**src/hdl/detect_anchor_box_decode_assert.svh**
```systemverilog
// Assertion macros shared by the anchor box decoder RTL.
// Each macro expects signals named clk and rst_n in the calling scope.
`ifndef DETECT_ANCHOR_BOX_DECODE_ASSERT_SVH
`define DETECT_ANCHOR_BOX_DECODE_ASSERT_SVH

// Consequent must hold in the same cycle as the antecedent
`define DABD_ASSERT_SAME(lbl, ante, cons, msg) \
    lbl: assert property (@(posedge clk) disable iff (!rst_n) (ante) |-> (cons)) \
        else $error(msg);

// Consequent must hold in the cycle after the antecedent
`define DABD_ASSERT_NEXT(lbl, ante, cons, msg) \
    lbl: assert property (@(posedge clk) disable iff (!rst_n) (ante) |=> (cons)) \
        else $error(msg);

`endif

```
**src/hdl/dabd_pkg.sv**
```systemverilog
// Package for the anchor box decoder: register map, reset values, fixed widths.
// No dependencies.
package dabd_pkg;

    // Fixed field widths
    localparam int THR_W    = 9;
    localparam int RATIO_W  = 16;
    localparam int PIX_W    = 14;
    localparam int NCLS_W   = 8;
    localparam int LABEL_W  = 7;
    localparam int PADDR_W  = 5;
    localparam int PDATA_W  = 32;

    // Fixed point: corners in Q.21 after scaling
    localparam int FRAC_SHIFT = 21;
    localparam int CORNER_W   = PIX_W + FRAC_SHIFT;

    // Register reset values
    localparam logic [THR_W-1:0]   THRESHOLD_RST  = 9'd64;
    localparam logic [RATIO_W-1:0] RATIO_RST      = 16'd4096;
    localparam logic [PIX_W-1:0]   IMG_WIDTH_RST  = 14'd640;
    localparam logic [PIX_W-1:0]   IMG_HEIGHT_RST = 14'd640;
    localparam logic [NCLS_W-1:0]  NUM_CLASS_RST  = 8'd80;

    // Register index (byte address / 4)
    typedef enum logic [2:0] {
        CFG_THRESHOLD   = 3'd0,
        CFG_RATIO       = 3'd1,
        CFG_IMG_WIDTH   = 3'd2,
        CFG_IMG_HEIGHT  = 3'd3,
        CFG_NUM_CLASSES = 3'd4
    } cfg_reg_t;

    // Geometry settings handed to the box pipeline
    typedef struct packed {
        logic [RATIO_W-1:0] ratio;
        logic [PIX_W-1:0]   width;
        logic [PIX_W-1:0]   height;
    } geom_cfg_t;

endpackage

```
**src/hdl/dabd_value_if.sv**
```systemverilog
// Valid/ready channel carrying one signed element of an anchor row.
// Depends on nothing.
interface dabd_value_if #(parameter int VALUE_WIDTH = 20);
    logic                          valid;
    logic                          ready;
    logic signed [VALUE_WIDTH-1:0] value;

    modport source (output valid, output value, input ready);
    modport sink   (input valid, input value, output ready);
endinterface

```
**src/hdl/dabd_result_if.sv**
```systemverilog
// Valid/ready channel carrying one detection: label, score and box.
// Depends on dabd_pkg for the fixed field widths.
interface dabd_result_if #(parameter int VALUE_WIDTH = 20);
    logic                             valid;
    logic                             ready;
    logic [dabd_pkg::LABEL_W-1:0]     label;
    logic signed [VALUE_WIDTH-1:0]    score;
    logic [dabd_pkg::PIX_W-1:0]       box_x;
    logic [dabd_pkg::PIX_W-1:0]       box_y;
    logic [dabd_pkg::PIX_W-1:0]       box_width;
    logic [dabd_pkg::PIX_W-1:0]       box_height;

    modport source (output valid, output label, output score, output box_x,
                    output box_y, output box_width, output box_height, input ready);
    modport sink   (input valid, input label, input score, input box_x,
                    input box_y, input box_width, input box_height, output ready);
endinterface

```
**src/hdl/dabd_box_pipe.sv**
```systemverilog
// Box mapping pipeline: corner sums, scaling multiply, clamp, then width/height
// and rounding into the output register. Depends on dabd_pkg and dabd_result_if.
module dabd_box_pipe #(
    parameter int VALUE_WIDTH = 20
) (
    input  logic                             clk,
    input  logic                             rst_n,
    input  dabd_pkg::geom_cfg_t              geom,
    input  logic                             load,
    output logic                             load_ready,
    input  logic [dabd_pkg::LABEL_W-1:0]     load_label,
    input  logic signed [VALUE_WIDTH-1:0]    load_score,
    input  logic signed [VALUE_WIDTH-1:0]    centre_x,
    input  logic signed [VALUE_WIDTH-1:0]    centre_y,
    input  logic signed [VALUE_WIDTH-1:0]    size_w,
    input  logic signed [VALUE_WIDTH-1:0]    size_h,
    dabd_result_if.source                    det
);

    localparam int TW = VALUE_WIDTH + 2;                 // 2*c +/- s
    localparam int PW = TW + dabd_pkg::RATIO_W + 1;      // scaled corner
    localparam int CW = dabd_pkg::CORNER_W;              // clamped corner
    localparam int XW = (PW > CW + 1) ? PW : CW + 1;     // clamp compare width
    localparam int LW = dabd_pkg::LABEL_W;
    localparam int PX = dabd_pkg::PIX_W;
    localparam int FS = dabd_pkg::FRAC_SHIFT;

    // Corner clamped to [0, lim << 21]
    function automatic logic [CW-1:0] clamp_corner(input logic signed [PW-1:0] p,
                                                   input logic [PX-1:0] lim);
        logic signed [XW-1:0] pe;
        logic signed [XW-1:0] top;
        logic [CW-1:0]        r;
        pe  = p;
        top = $signed({{(XW-CW){1'b0}}, lim, {FS{1'b0}}});
        if (pe < 0)
            r = '0;
        else if (pe > top)
            r = top[CW-1:0];
        else
            r = pe[CW-1:0];
        return r;
    endfunction

    // Round half up to whole pixels, low pixel bits kept
    function automatic logic [PX-1:0] round_px(input logic [CW-1:0] v);
        logic [CW:0] s;
        s = {1'b0, v} + (CW+1)'(1 << (FS - 1));
        return s[CW-1:FS];
    endfunction

    // Stage handshake
    logic a_valid_reg, b_valid_reg, c_valid_reg, d_valid_reg;
    logic a_ready, b_ready, c_ready, d_ready;

    assign d_ready    = !d_valid_reg || det.ready;
    assign c_ready    = !c_valid_reg || d_ready;
    assign b_ready    = !b_valid_reg || c_ready;
    assign a_ready    = !a_valid_reg || b_ready;
    assign load_ready = a_ready;

    always_ff @(posedge clk or negedge rst_n)
    begin
        if (!rst_n)
        begin
            a_valid_reg <= 1'b0;
            b_valid_reg <= 1'b0;
            c_valid_reg <= 1'b0;
            d_valid_reg <= 1'b0;
        end
        else
        begin
            if (a_ready) a_valid_reg <= load;
            if (b_ready) b_valid_reg <= a_valid_reg;
            if (c_ready) c_valid_reg <= b_valid_reg;
            if (d_ready) d_valid_reg <= c_valid_reg;
        end
    end

    // Stage A: twice-centre minus/plus size
    logic [LW-1:0]        a_label_reg, b_label_reg, c_label_reg, d_label_reg;
    logic signed [VALUE_WIDTH-1:0] a_score_reg, b_score_reg, c_score_reg, d_score_reg;
    logic signed [TW-1:0] a_x0_reg, a_x1_reg, a_y0_reg, a_y1_reg;
    logic signed [TW-1:0] cx2, cy2, sw, sh;

    assign cx2 = $signed({centre_x[VALUE_WIDTH-1], centre_x, 1'b0});
    assign cy2 = $signed({centre_y[VALUE_WIDTH-1], centre_y, 1'b0});
    assign sw  = $signed({{2{size_w[VALUE_WIDTH-1]}}, size_w});
    assign sh  = $signed({{2{size_h[VALUE_WIDTH-1]}}, size_h});

    always_ff @(posedge clk)
    begin
        if (a_ready && load)
        begin
            a_label_reg <= load_label;
            a_score_reg <= load_score;
            a_x0_reg    <= cx2 - sw;
            a_x1_reg    <= cx2 + sw;
            a_y0_reg    <= cy2 - sh;
            a_y1_reg    <= cy2 + sh;
        end
    end

    // Stage B: scale by ratio
    localparam int RATIO_W_S = dabd_pkg::RATIO_W + 1;
    logic signed [RATIO_W_S-1:0] ratio_s;
    logic signed [PW-1:0] b_x0_reg, b_x1_reg, b_y0_reg, b_y1_reg;

    assign ratio_s = $signed({1'b0, geom.ratio});

    always_ff @(posedge clk)
    begin
        if (b_ready && a_valid_reg)
        begin
            b_label_reg <= a_label_reg;
            b_score_reg <= a_score_reg;
            b_x0_reg    <= a_x0_reg * ratio_s;
            b_x1_reg    <= a_x1_reg * ratio_s;
            b_y0_reg    <= a_y0_reg * ratio_s;
            b_y1_reg    <= a_y1_reg * ratio_s;
        end
    end

    // Stage C: clamp corners to the image
    logic [CW-1:0] c_x0_reg, c_x1_reg, c_y0_reg, c_y1_reg;

    always_ff @(posedge clk)
    begin
        if (c_ready && b_valid_reg)
        begin
            c_label_reg <= b_label_reg;
            c_score_reg <= b_score_reg;
            c_x0_reg    <= clamp_corner(b_x0_reg, geom.width);
            c_x1_reg    <= clamp_corner(b_x1_reg, geom.width);
            c_y0_reg    <= clamp_corner(b_y0_reg, geom.height);
            c_y1_reg    <= clamp_corner(b_y1_reg, geom.height);
        end
    end

    // Stage D: extents and rounding into the output register
    logic [CW-1:0] dx, dy;
    logic [PX-1:0] d_x_reg, d_y_reg, d_w_reg, d_h_reg;

    assign dx = (c_x1_reg >= c_x0_reg) ? c_x1_reg - c_x0_reg : '0;
    assign dy = (c_y1_reg >= c_y0_reg) ? c_y1_reg - c_y0_reg : '0;

    always_ff @(posedge clk)
    begin
        if (d_ready && c_valid_reg)
        begin
            d_label_reg <= c_label_reg;
            d_score_reg <= c_score_reg;
            d_x_reg     <= round_px(c_x0_reg);
            d_y_reg     <= round_px(c_y0_reg);
            d_w_reg     <= round_px(dx);
            d_h_reg     <= round_px(dy);
        end
    end

    assign det.valid      = d_valid_reg;
    assign det.label      = d_label_reg;
    assign det.score      = d_score_reg;
    assign det.box_x      = d_x_reg;
    assign det.box_y      = d_y_reg;
    assign det.box_width  = d_w_reg;
    assign det.box_height = d_h_reg;

endmodule

```
**src/hdl/detect_anchor_box_decode.sv**
```systemverilog
// Anchor row decoder top level: register port, running argmax, box pipeline.
// Depends on dabd_pkg, dabd_value_if, dabd_result_if, dabd_box_pipe and the
// assertion header.
//
// Usage: an anchor row streams in on row, one element per item: centre x,
// centre y, width, height, then num_classes scores (Q12.8). The first highest
// score wins. If it is strictly above the threshold, one item leaves on det
// with label, score and the box in image pixels; otherwise the row gives none.
// Throughput: one element per cycle while row.ready is high; the argmax compare is combinational.
// Path: the corner sums are registered at the edge that accepted the last
// score, then the multiply, clamp and round/output stages follow before the
// detection is shown on det.
// Stall: a four-deep register pipeline holds detections while det is stalled;
// row.ready falls only when the first stage is full and cannot move on.
// Reset: registers take their defaults, the row restarts at centre x and all
// pipeline stages empty. Registers are written over APB with pready tied high.
// The user must write them only while no row is in progress; it is not enforced.
`include "detect_anchor_box_decode_assert.svh"

module detect_anchor_box_decode #(
    parameter int MAX_CLASSES = 128,
    parameter int VALUE_WIDTH = 20
) (
    input  logic                             clk,
    input  logic                             rst_n,
    input  logic                             psel,
    input  logic                             penable,
    input  logic                             pwrite,
    input  logic [dabd_pkg::PADDR_W-1:0]     paddr,
    input  logic [dabd_pkg::PDATA_W-1:0]     pwdata,
    output logic [dabd_pkg::PDATA_W-1:0]     prdata,
    output logic                             pready,
    dabd_value_if.sink                       row,
    dabd_result_if.source                    det
);

    localparam int IDX_W = $clog2(MAX_CLASSES + 4);
    localparam int THR_W = dabd_pkg::THR_W;

    // Configuration registers
    logic [THR_W-1:0]                threshold_reg;
    logic [dabd_pkg::RATIO_W-1:0]    ratio_reg;
    logic [dabd_pkg::PIX_W-1:0]      image_width_reg;
    logic [dabd_pkg::PIX_W-1:0]      image_height_reg;
    logic [dabd_pkg::NCLS_W-1:0]     num_classes_reg;
    logic                            wr_en;
    dabd_pkg::cfg_reg_t              reg_sel;

    assign pready  = 1'b1;
    assign wr_en   = psel && penable && pwrite;
    assign reg_sel = dabd_pkg::cfg_reg_t'(paddr[4:2]);

    always_ff @(posedge clk or negedge rst_n)
    begin
        if (!rst_n)
        begin
            threshold_reg    <= dabd_pkg::THRESHOLD_RST;
            ratio_reg        <= dabd_pkg::RATIO_RST;
            image_width_reg  <= dabd_pkg::IMG_WIDTH_RST;
            image_height_reg <= dabd_pkg::IMG_HEIGHT_RST;
            num_classes_reg  <= dabd_pkg::NUM_CLASS_RST;
        end
        else if (wr_en)
        begin
            case (reg_sel)
                dabd_pkg::CFG_THRESHOLD:   threshold_reg    <= pwdata[THR_W-1:0];
                dabd_pkg::CFG_RATIO:       ratio_reg        <= pwdata[dabd_pkg::RATIO_W-1:0];
                dabd_pkg::CFG_IMG_WIDTH:   image_width_reg  <= pwdata[dabd_pkg::PIX_W-1:0];
                dabd_pkg::CFG_IMG_HEIGHT:  image_height_reg <= pwdata[dabd_pkg::PIX_W-1:0];
                dabd_pkg::CFG_NUM_CLASSES: num_classes_reg  <= pwdata[dabd_pkg::NCLS_W-1:0];
                default: ;
            endcase
        end
    end

    // Register read back
    always_comb
    begin
        case (reg_sel)
            dabd_pkg::CFG_THRESHOLD:   prdata = 32'(threshold_reg);
            dabd_pkg::CFG_RATIO:       prdata = 32'(ratio_reg);
            dabd_pkg::CFG_IMG_WIDTH:   prdata = 32'(image_width_reg);
            dabd_pkg::CFG_IMG_HEIGHT:  prdata = 32'(image_height_reg);
            dabd_pkg::CFG_NUM_CLASSES: prdata = 32'(num_classes_reg);
            default:                   prdata = '0;
        endcase
    end

    // Effective class count: zero counts as one, saturate at MAX_CLASSES
    logic [IDX_W-1:0] n_eff, last_idx;

    always_comb
    begin
        if (num_classes_reg == '0)
            n_eff = IDX_W'(1);
        else if (32'(num_classes_reg) > MAX_CLASSES)
            n_eff = IDX_W'(MAX_CLASSES);
        else
            n_eff = IDX_W'(num_classes_reg);
        last_idx = n_eff + IDX_W'(3);
    end

    // Row state
    logic [IDX_W-1:0]              idx_reg, idx_next;
    logic signed [VALUE_WIDTH-1:0] best_score_reg, best_score_next;
    logic [IDX_W-1:0]              best_label_reg, best_label_next;
    logic signed [VALUE_WIDTH-1:0] box_reg [4];
    logic                          fire, in_box, row_end, take, emit, pipe_ready;
    logic                          row_done, box_inside;
    logic signed [THR_W:0]         thr_s;

    assign fire     = row.valid && row.ready;
    assign in_box   = idx_reg < IDX_W'(4);
    assign row_end  = !(idx_reg < last_idx);
    assign row_done = fire && !in_box && row_end;
    assign take     = (idx_reg == IDX_W'(4)) || (row.value > best_score_reg);
    assign thr_s    = $signed({1'b0, threshold_reg});

    // Running argmax, first maximum kept
    always_comb
    begin
        best_score_next = best_score_reg;
        best_label_next = best_label_reg;
        if (!in_box && take)
        begin
            best_score_next = row.value;
            best_label_next = idx_reg - IDX_W'(4);
        end
        idx_next = row_end ? '0 : idx_reg + IDX_W'(1);
    end

    assign emit      = row_done && (best_score_next > thr_s);
    assign row.ready = pipe_ready;

    always_ff @(posedge clk or negedge rst_n)
    begin
        if (!rst_n)
        begin
            idx_reg        <= '0;
            best_score_reg <= '0;
            best_label_reg <= '0;
        end
        else if (fire)
        begin
            idx_reg        <= idx_next;
            best_score_reg <= best_score_next;
            best_label_reg <= best_label_next;
        end
    end

    // Box elements of the current row
    always_ff @(posedge clk)
    begin
        if (fire && in_box)
            box_reg[idx_reg[1:0]] <= row.value;
    end

    // Box mapping pipeline
    dabd_pkg::geom_cfg_t geom;

    assign geom.ratio  = ratio_reg;
    assign geom.width  = image_width_reg;
    assign geom.height = image_height_reg;

    dabd_box_pipe #(
        .VALUE_WIDTH (VALUE_WIDTH)
    ) u_box_pipe (
        .clk        (clk),
        .rst_n      (rst_n),
        .geom       (geom),
        .load       (emit),
        .load_ready (pipe_ready),
        .load_label (dabd_pkg::LABEL_W'(best_label_next)),
        .load_score (best_score_next),
        .centre_x   (box_reg[0]),
        .centre_y   (box_reg[1]),
        .size_w     (box_reg[2]),
        .size_h     (box_reg[3]),
        .det        (det)
    );

    // Checks
    assign box_inside = (det.box_x <= image_width_reg) && (det.box_y <= image_height_reg);

    `DABD_ASSERT_SAME(a_det_above_thr, det.valid, det.score > thr_s, "score not above threshold")
    `DABD_ASSERT_SAME(a_box_in_image, det.valid, box_inside, "box origin outside image")
    `DABD_ASSERT_NEXT(a_row_restart, row_done, idx_reg == '0, "row did not restart")

endmodule
```
**src/flat_wrapper.sv**
```systemverilog
// flat-port wrapper written by rule: the top's interface ports become plain ports
module detect_anchor_box_decode_flat 
#(
    parameter int MAX_CLASSES = 128,
    parameter int VALUE_WIDTH = 20
)
  (clk, rst_n, psel, penable, pwrite, paddr, pwdata, prdata, pready, row_valid, row_value, row_ready, det_valid, det_label, det_score, det_box_x, det_box_y, det_box_width, det_box_height, det_ready);
  dabd_value_if #(.VALUE_WIDTH(VALUE_WIDTH)) row_i ();
  dabd_result_if #(.VALUE_WIDTH(VALUE_WIDTH)) det_i ();
  input  logic clk;
  input  logic rst_n;
  input  logic psel;
  input  logic penable;
  input  logic pwrite;
  input  logic [dabd_pkg::PADDR_W-1:0] paddr;
  input  logic [dabd_pkg::PDATA_W-1:0] pwdata;
  output logic [dabd_pkg::PDATA_W-1:0] prdata;
  output logic pready;
  input wire logic [$bits(row_i.valid)-1:0] row_valid;
  input wire logic [$bits(row_i.value)-1:0] row_value;
  output wire logic [$bits(row_i.ready)-1:0] row_ready;
  output wire logic [$bits(det_i.valid)-1:0] det_valid;
  output wire logic [$bits(det_i.label)-1:0] det_label;
  output wire logic [$bits(det_i.score)-1:0] det_score;
  output wire logic [$bits(det_i.box_x)-1:0] det_box_x;
  output wire logic [$bits(det_i.box_y)-1:0] det_box_y;
  output wire logic [$bits(det_i.box_width)-1:0] det_box_width;
  output wire logic [$bits(det_i.box_height)-1:0] det_box_height;
  input wire logic [$bits(det_i.ready)-1:0] det_ready;
  assign row_i.valid = row_valid;
  assign row_i.value = row_value;
  assign row_ready = row_i.ready;
  assign det_valid = det_i.valid;
  assign det_label = det_i.label;
  assign det_score = det_i.score;
  assign det_box_x = det_i.box_x;
  assign det_box_y = det_i.box_y;
  assign det_box_width = det_i.box_width;
  assign det_box_height = det_i.box_height;
  assign det_i.ready = det_ready;
  detect_anchor_box_decode #(.MAX_CLASSES(MAX_CLASSES), .VALUE_WIDTH(VALUE_WIDTH)) u_core (.clk(clk), .rst_n(rst_n), .psel(psel), .penable(penable), .pwrite(pwrite), .paddr(paddr), .pwdata(pwdata), .prdata(prdata), .pready(pready), .row(row_i), .det(det_i));
endmodule
```
**config.mk**
```make
export PLATFORM = sky130hd
export DESIGN_NAME = detect_anchor_box_decode_flat
export DESIGN_NICKNAME = d
export VERILOG_FILES = /design/src/hdl/dabd_pkg.sv /design/src/hdl/dabd_value_if.sv /design/src/hdl/dabd_result_if.sv /design/src/hdl/dabd_box_pipe.sv /design/src/hdl/detect_anchor_box_decode.sv /design/src/flat_wrapper.sv
export VERILOG_INCLUDE_DIRS = /design/src /design/src/hdl
export SDC_FILE = /design/constraint.sdc
export NUM_CORES = 2
export LEC_CHECK = 0
export ABC_AREA = 1
export BUFFER_PORTS_ARGS = -buffer_cell sky130_fd_sc_hd__buf_4
export CORE_MARGIN = 10
export CORE_UTILIZATION = 60
export DETAILED_ROUTE_END_ITERATION = 10
export GPL_TIMING_DRIVEN = 1
export PLACE_DENSITY = 0.77
export SETUP_SLACK_MARGIN = 0.5
export SLEW_MARGIN = 30
export SYNTH_ARGS = -nofsm -noshare
export SYNTH_HDL_FRONTEND = slang
export SYNTH_SLANG_ARGS = --single-unit
export TNS_END_PERCENT = 30
```
**constraint.sdc**
```tcl
create_clock -name clk -period 7.4 [get_ports clk]
set_input_delay 0 -clock clk [delete_from_list [all_inputs] [get_ports clk]]
set_output_delay 0 -clock clk [all_outputs]
set_load 0.01 [all_outputs]
```
==> qor.yml <==
synth:
  synth_cells: 10540
  ys_seq_area_share_pct: 23.5
  synth_top_area_share_pct: 31.0
  netlist_top_cells_area: "fa_1 31%, edfxtp_1 21%, inv_1 12%, nand2_1 9.5%, ha_1 8.9%"
  synth_edf_count: 624
  yosysWarnings: 0
  synth.avg_cell_area_um2: 8.59
  ys_seq_elements: 724
  netlist_area_mm2: 0.0905
  ys.flop_type: "edfxtp_1"
  async_reset_ff_share_pct: 13.8
  yosysUniqueCellTypes: 60
  synth_top_cell_by_area: "fa_1"
clocking:
  cts_tree: "built"
  cts_max_path_buffers: 3
  cts.clk_slew.worst_paths_ns: 0.08
  root_buffer: "clkbuf_16"
  clkLatencyLatePin_ns: 0.76
  numCtsBuffers: 84
  cts.sinks: 724
  htree_levels: 3
layout:
  nNetsFinal: 12660
  drive_gt1_share_pct: 4.69
  seq_area_mm2: 0.0213
  area_growth_pct: 7.74
  largest_reg_flops: 80
  fillers: 12087
  multi_input_area_mm2: 0.0566
  final_area_mm2: 0.0975
  fin_cells: 12641
min_path:
  worst_hold_path_type: "input pin to flip-flop"
floorplanning:
  ios: 182
  fp.dieW_um: 408
  core-area_mm2: 0.150
  rows: 142
  die_h_um: 408
  start_util_pct: 60.4
  dieArea_mm2: 0.167
critical_path:
  endpoint_kind: "flip-flop"
  crit_family: "adder cells"
  path_cells: "nand2_1 -> fa_1 -> inv_1 -> fa_1 -> inv_1 -> fa_1 -> inv_1 -> fa_1 -> fa_1 -> inv_1 -> fa_1 -> inv_1 -> ha_1 -> a21oi_1 -> o21ai_0 -> a21oi_1 -> nand2_1 -> a21oi_1 -> o21bai_1 -> nand2_1 -> nand2_1 -> a21oi_1 -> xnor2_1"
  path_max_fanout: 16
  crit_slowest_cell: "edfxtp_1"
  critPathRequiredTime_ns: 7.85
  cpMostUsedCell: "fa_1"
  start_kind: "flip-flop"
  crit_type: "flip-flop to flip-flop"
  cp_num_buf_inv: 5
  arrival_ns: 7.12
  cp_slowest_stage_delay_ns: 0.90
route:
  wl_um: 253000
  wl_per_cell_um: 20.0
  detail-route-antenna-nets: 0
  drc: 0
  drt_iter0_markers: 6463
  vias: 69540
  vias_per_cell: 5.50
  drt-pass1-iter-count: 8
global_route:
  grt_start_max_net_pins: 139
  grt_antenna_before_repair: 6
  grt_pass1_wl_um: 396000
  track_usage_pct: 30.1
  grt_pass1_vias: 72371
  grt_overflow: 0
placement:
  io_buffers: 146
  dpl.cell_count: 12404
  dpl.hpwl_um: 203000
  post_dp_cell_area_mm2: 0.0937
  gp_congestion: 0.993
timing:
  post-route-min-period_ns: 6.67
  setup_tns_ns: 0
  slew_headroom_pct: 29.5
  worst_clock_skew_ns: 0.0743
  max_freq_ghz: 0.150
  slew_violations: 0
  setup_viol: 0
  rsz0062_at_grt: "yes"
  tightest_slew_ns: 1.05
  fin_crit_sh_pct: 90.2
  hold_violations: 0
run_status:
  status: "finished clean"
job:
  max-cap-violations: 0
-- area by class of cell --
cell class / count / area share [%]
multi-input combinational: 6450 / 58.0
sequential: 724 / 21.8
inverter: 2951 / 11.4
timing repair buffer: 343 / 3.27
tap: 2016 / 2.59
clock buffer: 104 / 2.28
clock inverter: 52 / 0.636
antenna: 1 / 0.00257
-- synth_stat cells, types with 4 or more instances --
library cell,count
inv_1,2948
nand2_1,2283
fa_1,1400
ha_1,642
edfxtp_1,624
nor2_1,516
a21oi_1,375
clkbuf_1,372
o21ai_0,310
xor2_1,217
nand3_1,161
dfrtp_1,92
xnor2_1,80
nand4_1,70
nor3_1,53
a31oi_1,36
a21o_1,35
nor4_1,35
o21bai_1,27
o21ai_1,24
a211oi_1,23
buf_1,21
buf_4,19
o211ai_1,19
buf_2,15
o21a_1,14
nand3b_1,12
a221oi_1,11
dfstp_2,8
o2111ai_1,8
o22ai_1,8
o31ai_1,8
a22oi_1,6
and2_1,6
nor2_2,6
a21boi_0,5
a21boi_1,4
-- metal layers --
layer	track usage, %	share of wire [%]
met1	39.8	39
met2	46.7	44
met3	7.20	11
met4	14.7	6.3
met5	0	0.020
-- path summary, 6_finish.rpt --
| kind | start | end | slack [ns] | depth (start not counted) |
|---|---|---|---|---|
| max in group asynchronous | rst_n | u_core.ratio_reg[9] | 6.01 | 4 |
| max | u_core.u_box_pipe.a_x1_reg[6] | u_core.u_box_pipe.b_x1_reg[31] | 0.73 | 23 |
| max reg2reg | u_core.u_box_pipe.a_x1_reg[6] | u_core.u_box_pipe.b_x1_reg[31] | 0.73 | 23 |
| min | paddr[3] | u_core.num_classes_reg[6] | 0.07 | 4 |
| min reg2reg | u_core.u_box_pipe.b_score_reg[18] | u_core.u_box_pipe.c_score_reg[18] | 0.41 | 0 |
| min in group asynchronous | rst_n | u_core.best_label_reg[1] | 0.38 | 4 |
-- tightest hold or removal path, cell delays in order --
cell,delay (ns)
buf_4,0.11
inv_1,0.09
nand4_1,0.46
o21ai_0,0.15
-- cell families after synthesis --
group / after synthesis / synth area share (%)
simple gates: 3161 / 13.9
xor+xnor: 298 / 2.89
buf+inv: 3381 / 14.1
compound gates: 932 / 5.77
flops: 724 / 23.5
fa+ha+maj: 2042 / 39.8
other cells: 2 / 0.00829
-- cell usage in the layout, fill, tap and decap left out, drive strengths merged, types with 9 or more instances in the layout --
cell	count
a211oi	23
a21boi	9
a21o	36
a21oi	378
a221oi	11
a31oi	36
buf	298
clkbuf	104
clkinv	33
clkinvlp	9
conb	17
dfrtp	92
dlygate4sd3	45
edfxtp	624
fa	1400
ha	642
inv	2955
nand2	2286
nand3	164
nand3b	12
nand4	72
nor2	525
nor3	56
nor4	35
o211ai	19
o21a	14
o21ai	335
o21bai	29
xnor2	80
xor2	218
-- through the flow --
stage / utilization [%] / setup WS, ns / hold slack (ns)
floorplan: - / 1.30 / -0.296
global placement: 62.5 / 0.640 / -0.0187
detailed placement: 62.5 / 0.594 / -0.0127
CTS: 64.7 / 0.540 / 0.00116
global route: 65.1 / 0.469 / 0.0470
finish: 65.1 / 0.728 / 0.0724
-- timing repair --
item / 4_1_cts / 5_1_grt
setup buffers: 0 / 33
gates resized for setup: 0 / 2
hold buffers: 45 / 1
endpoints found under the hold margin: 299 / 14
endpoints found under the setup margin: 0 / 32
Power is not shown: default switching activity piles up to over one toggle a cycle in this logic, so the estimate is an artifact.
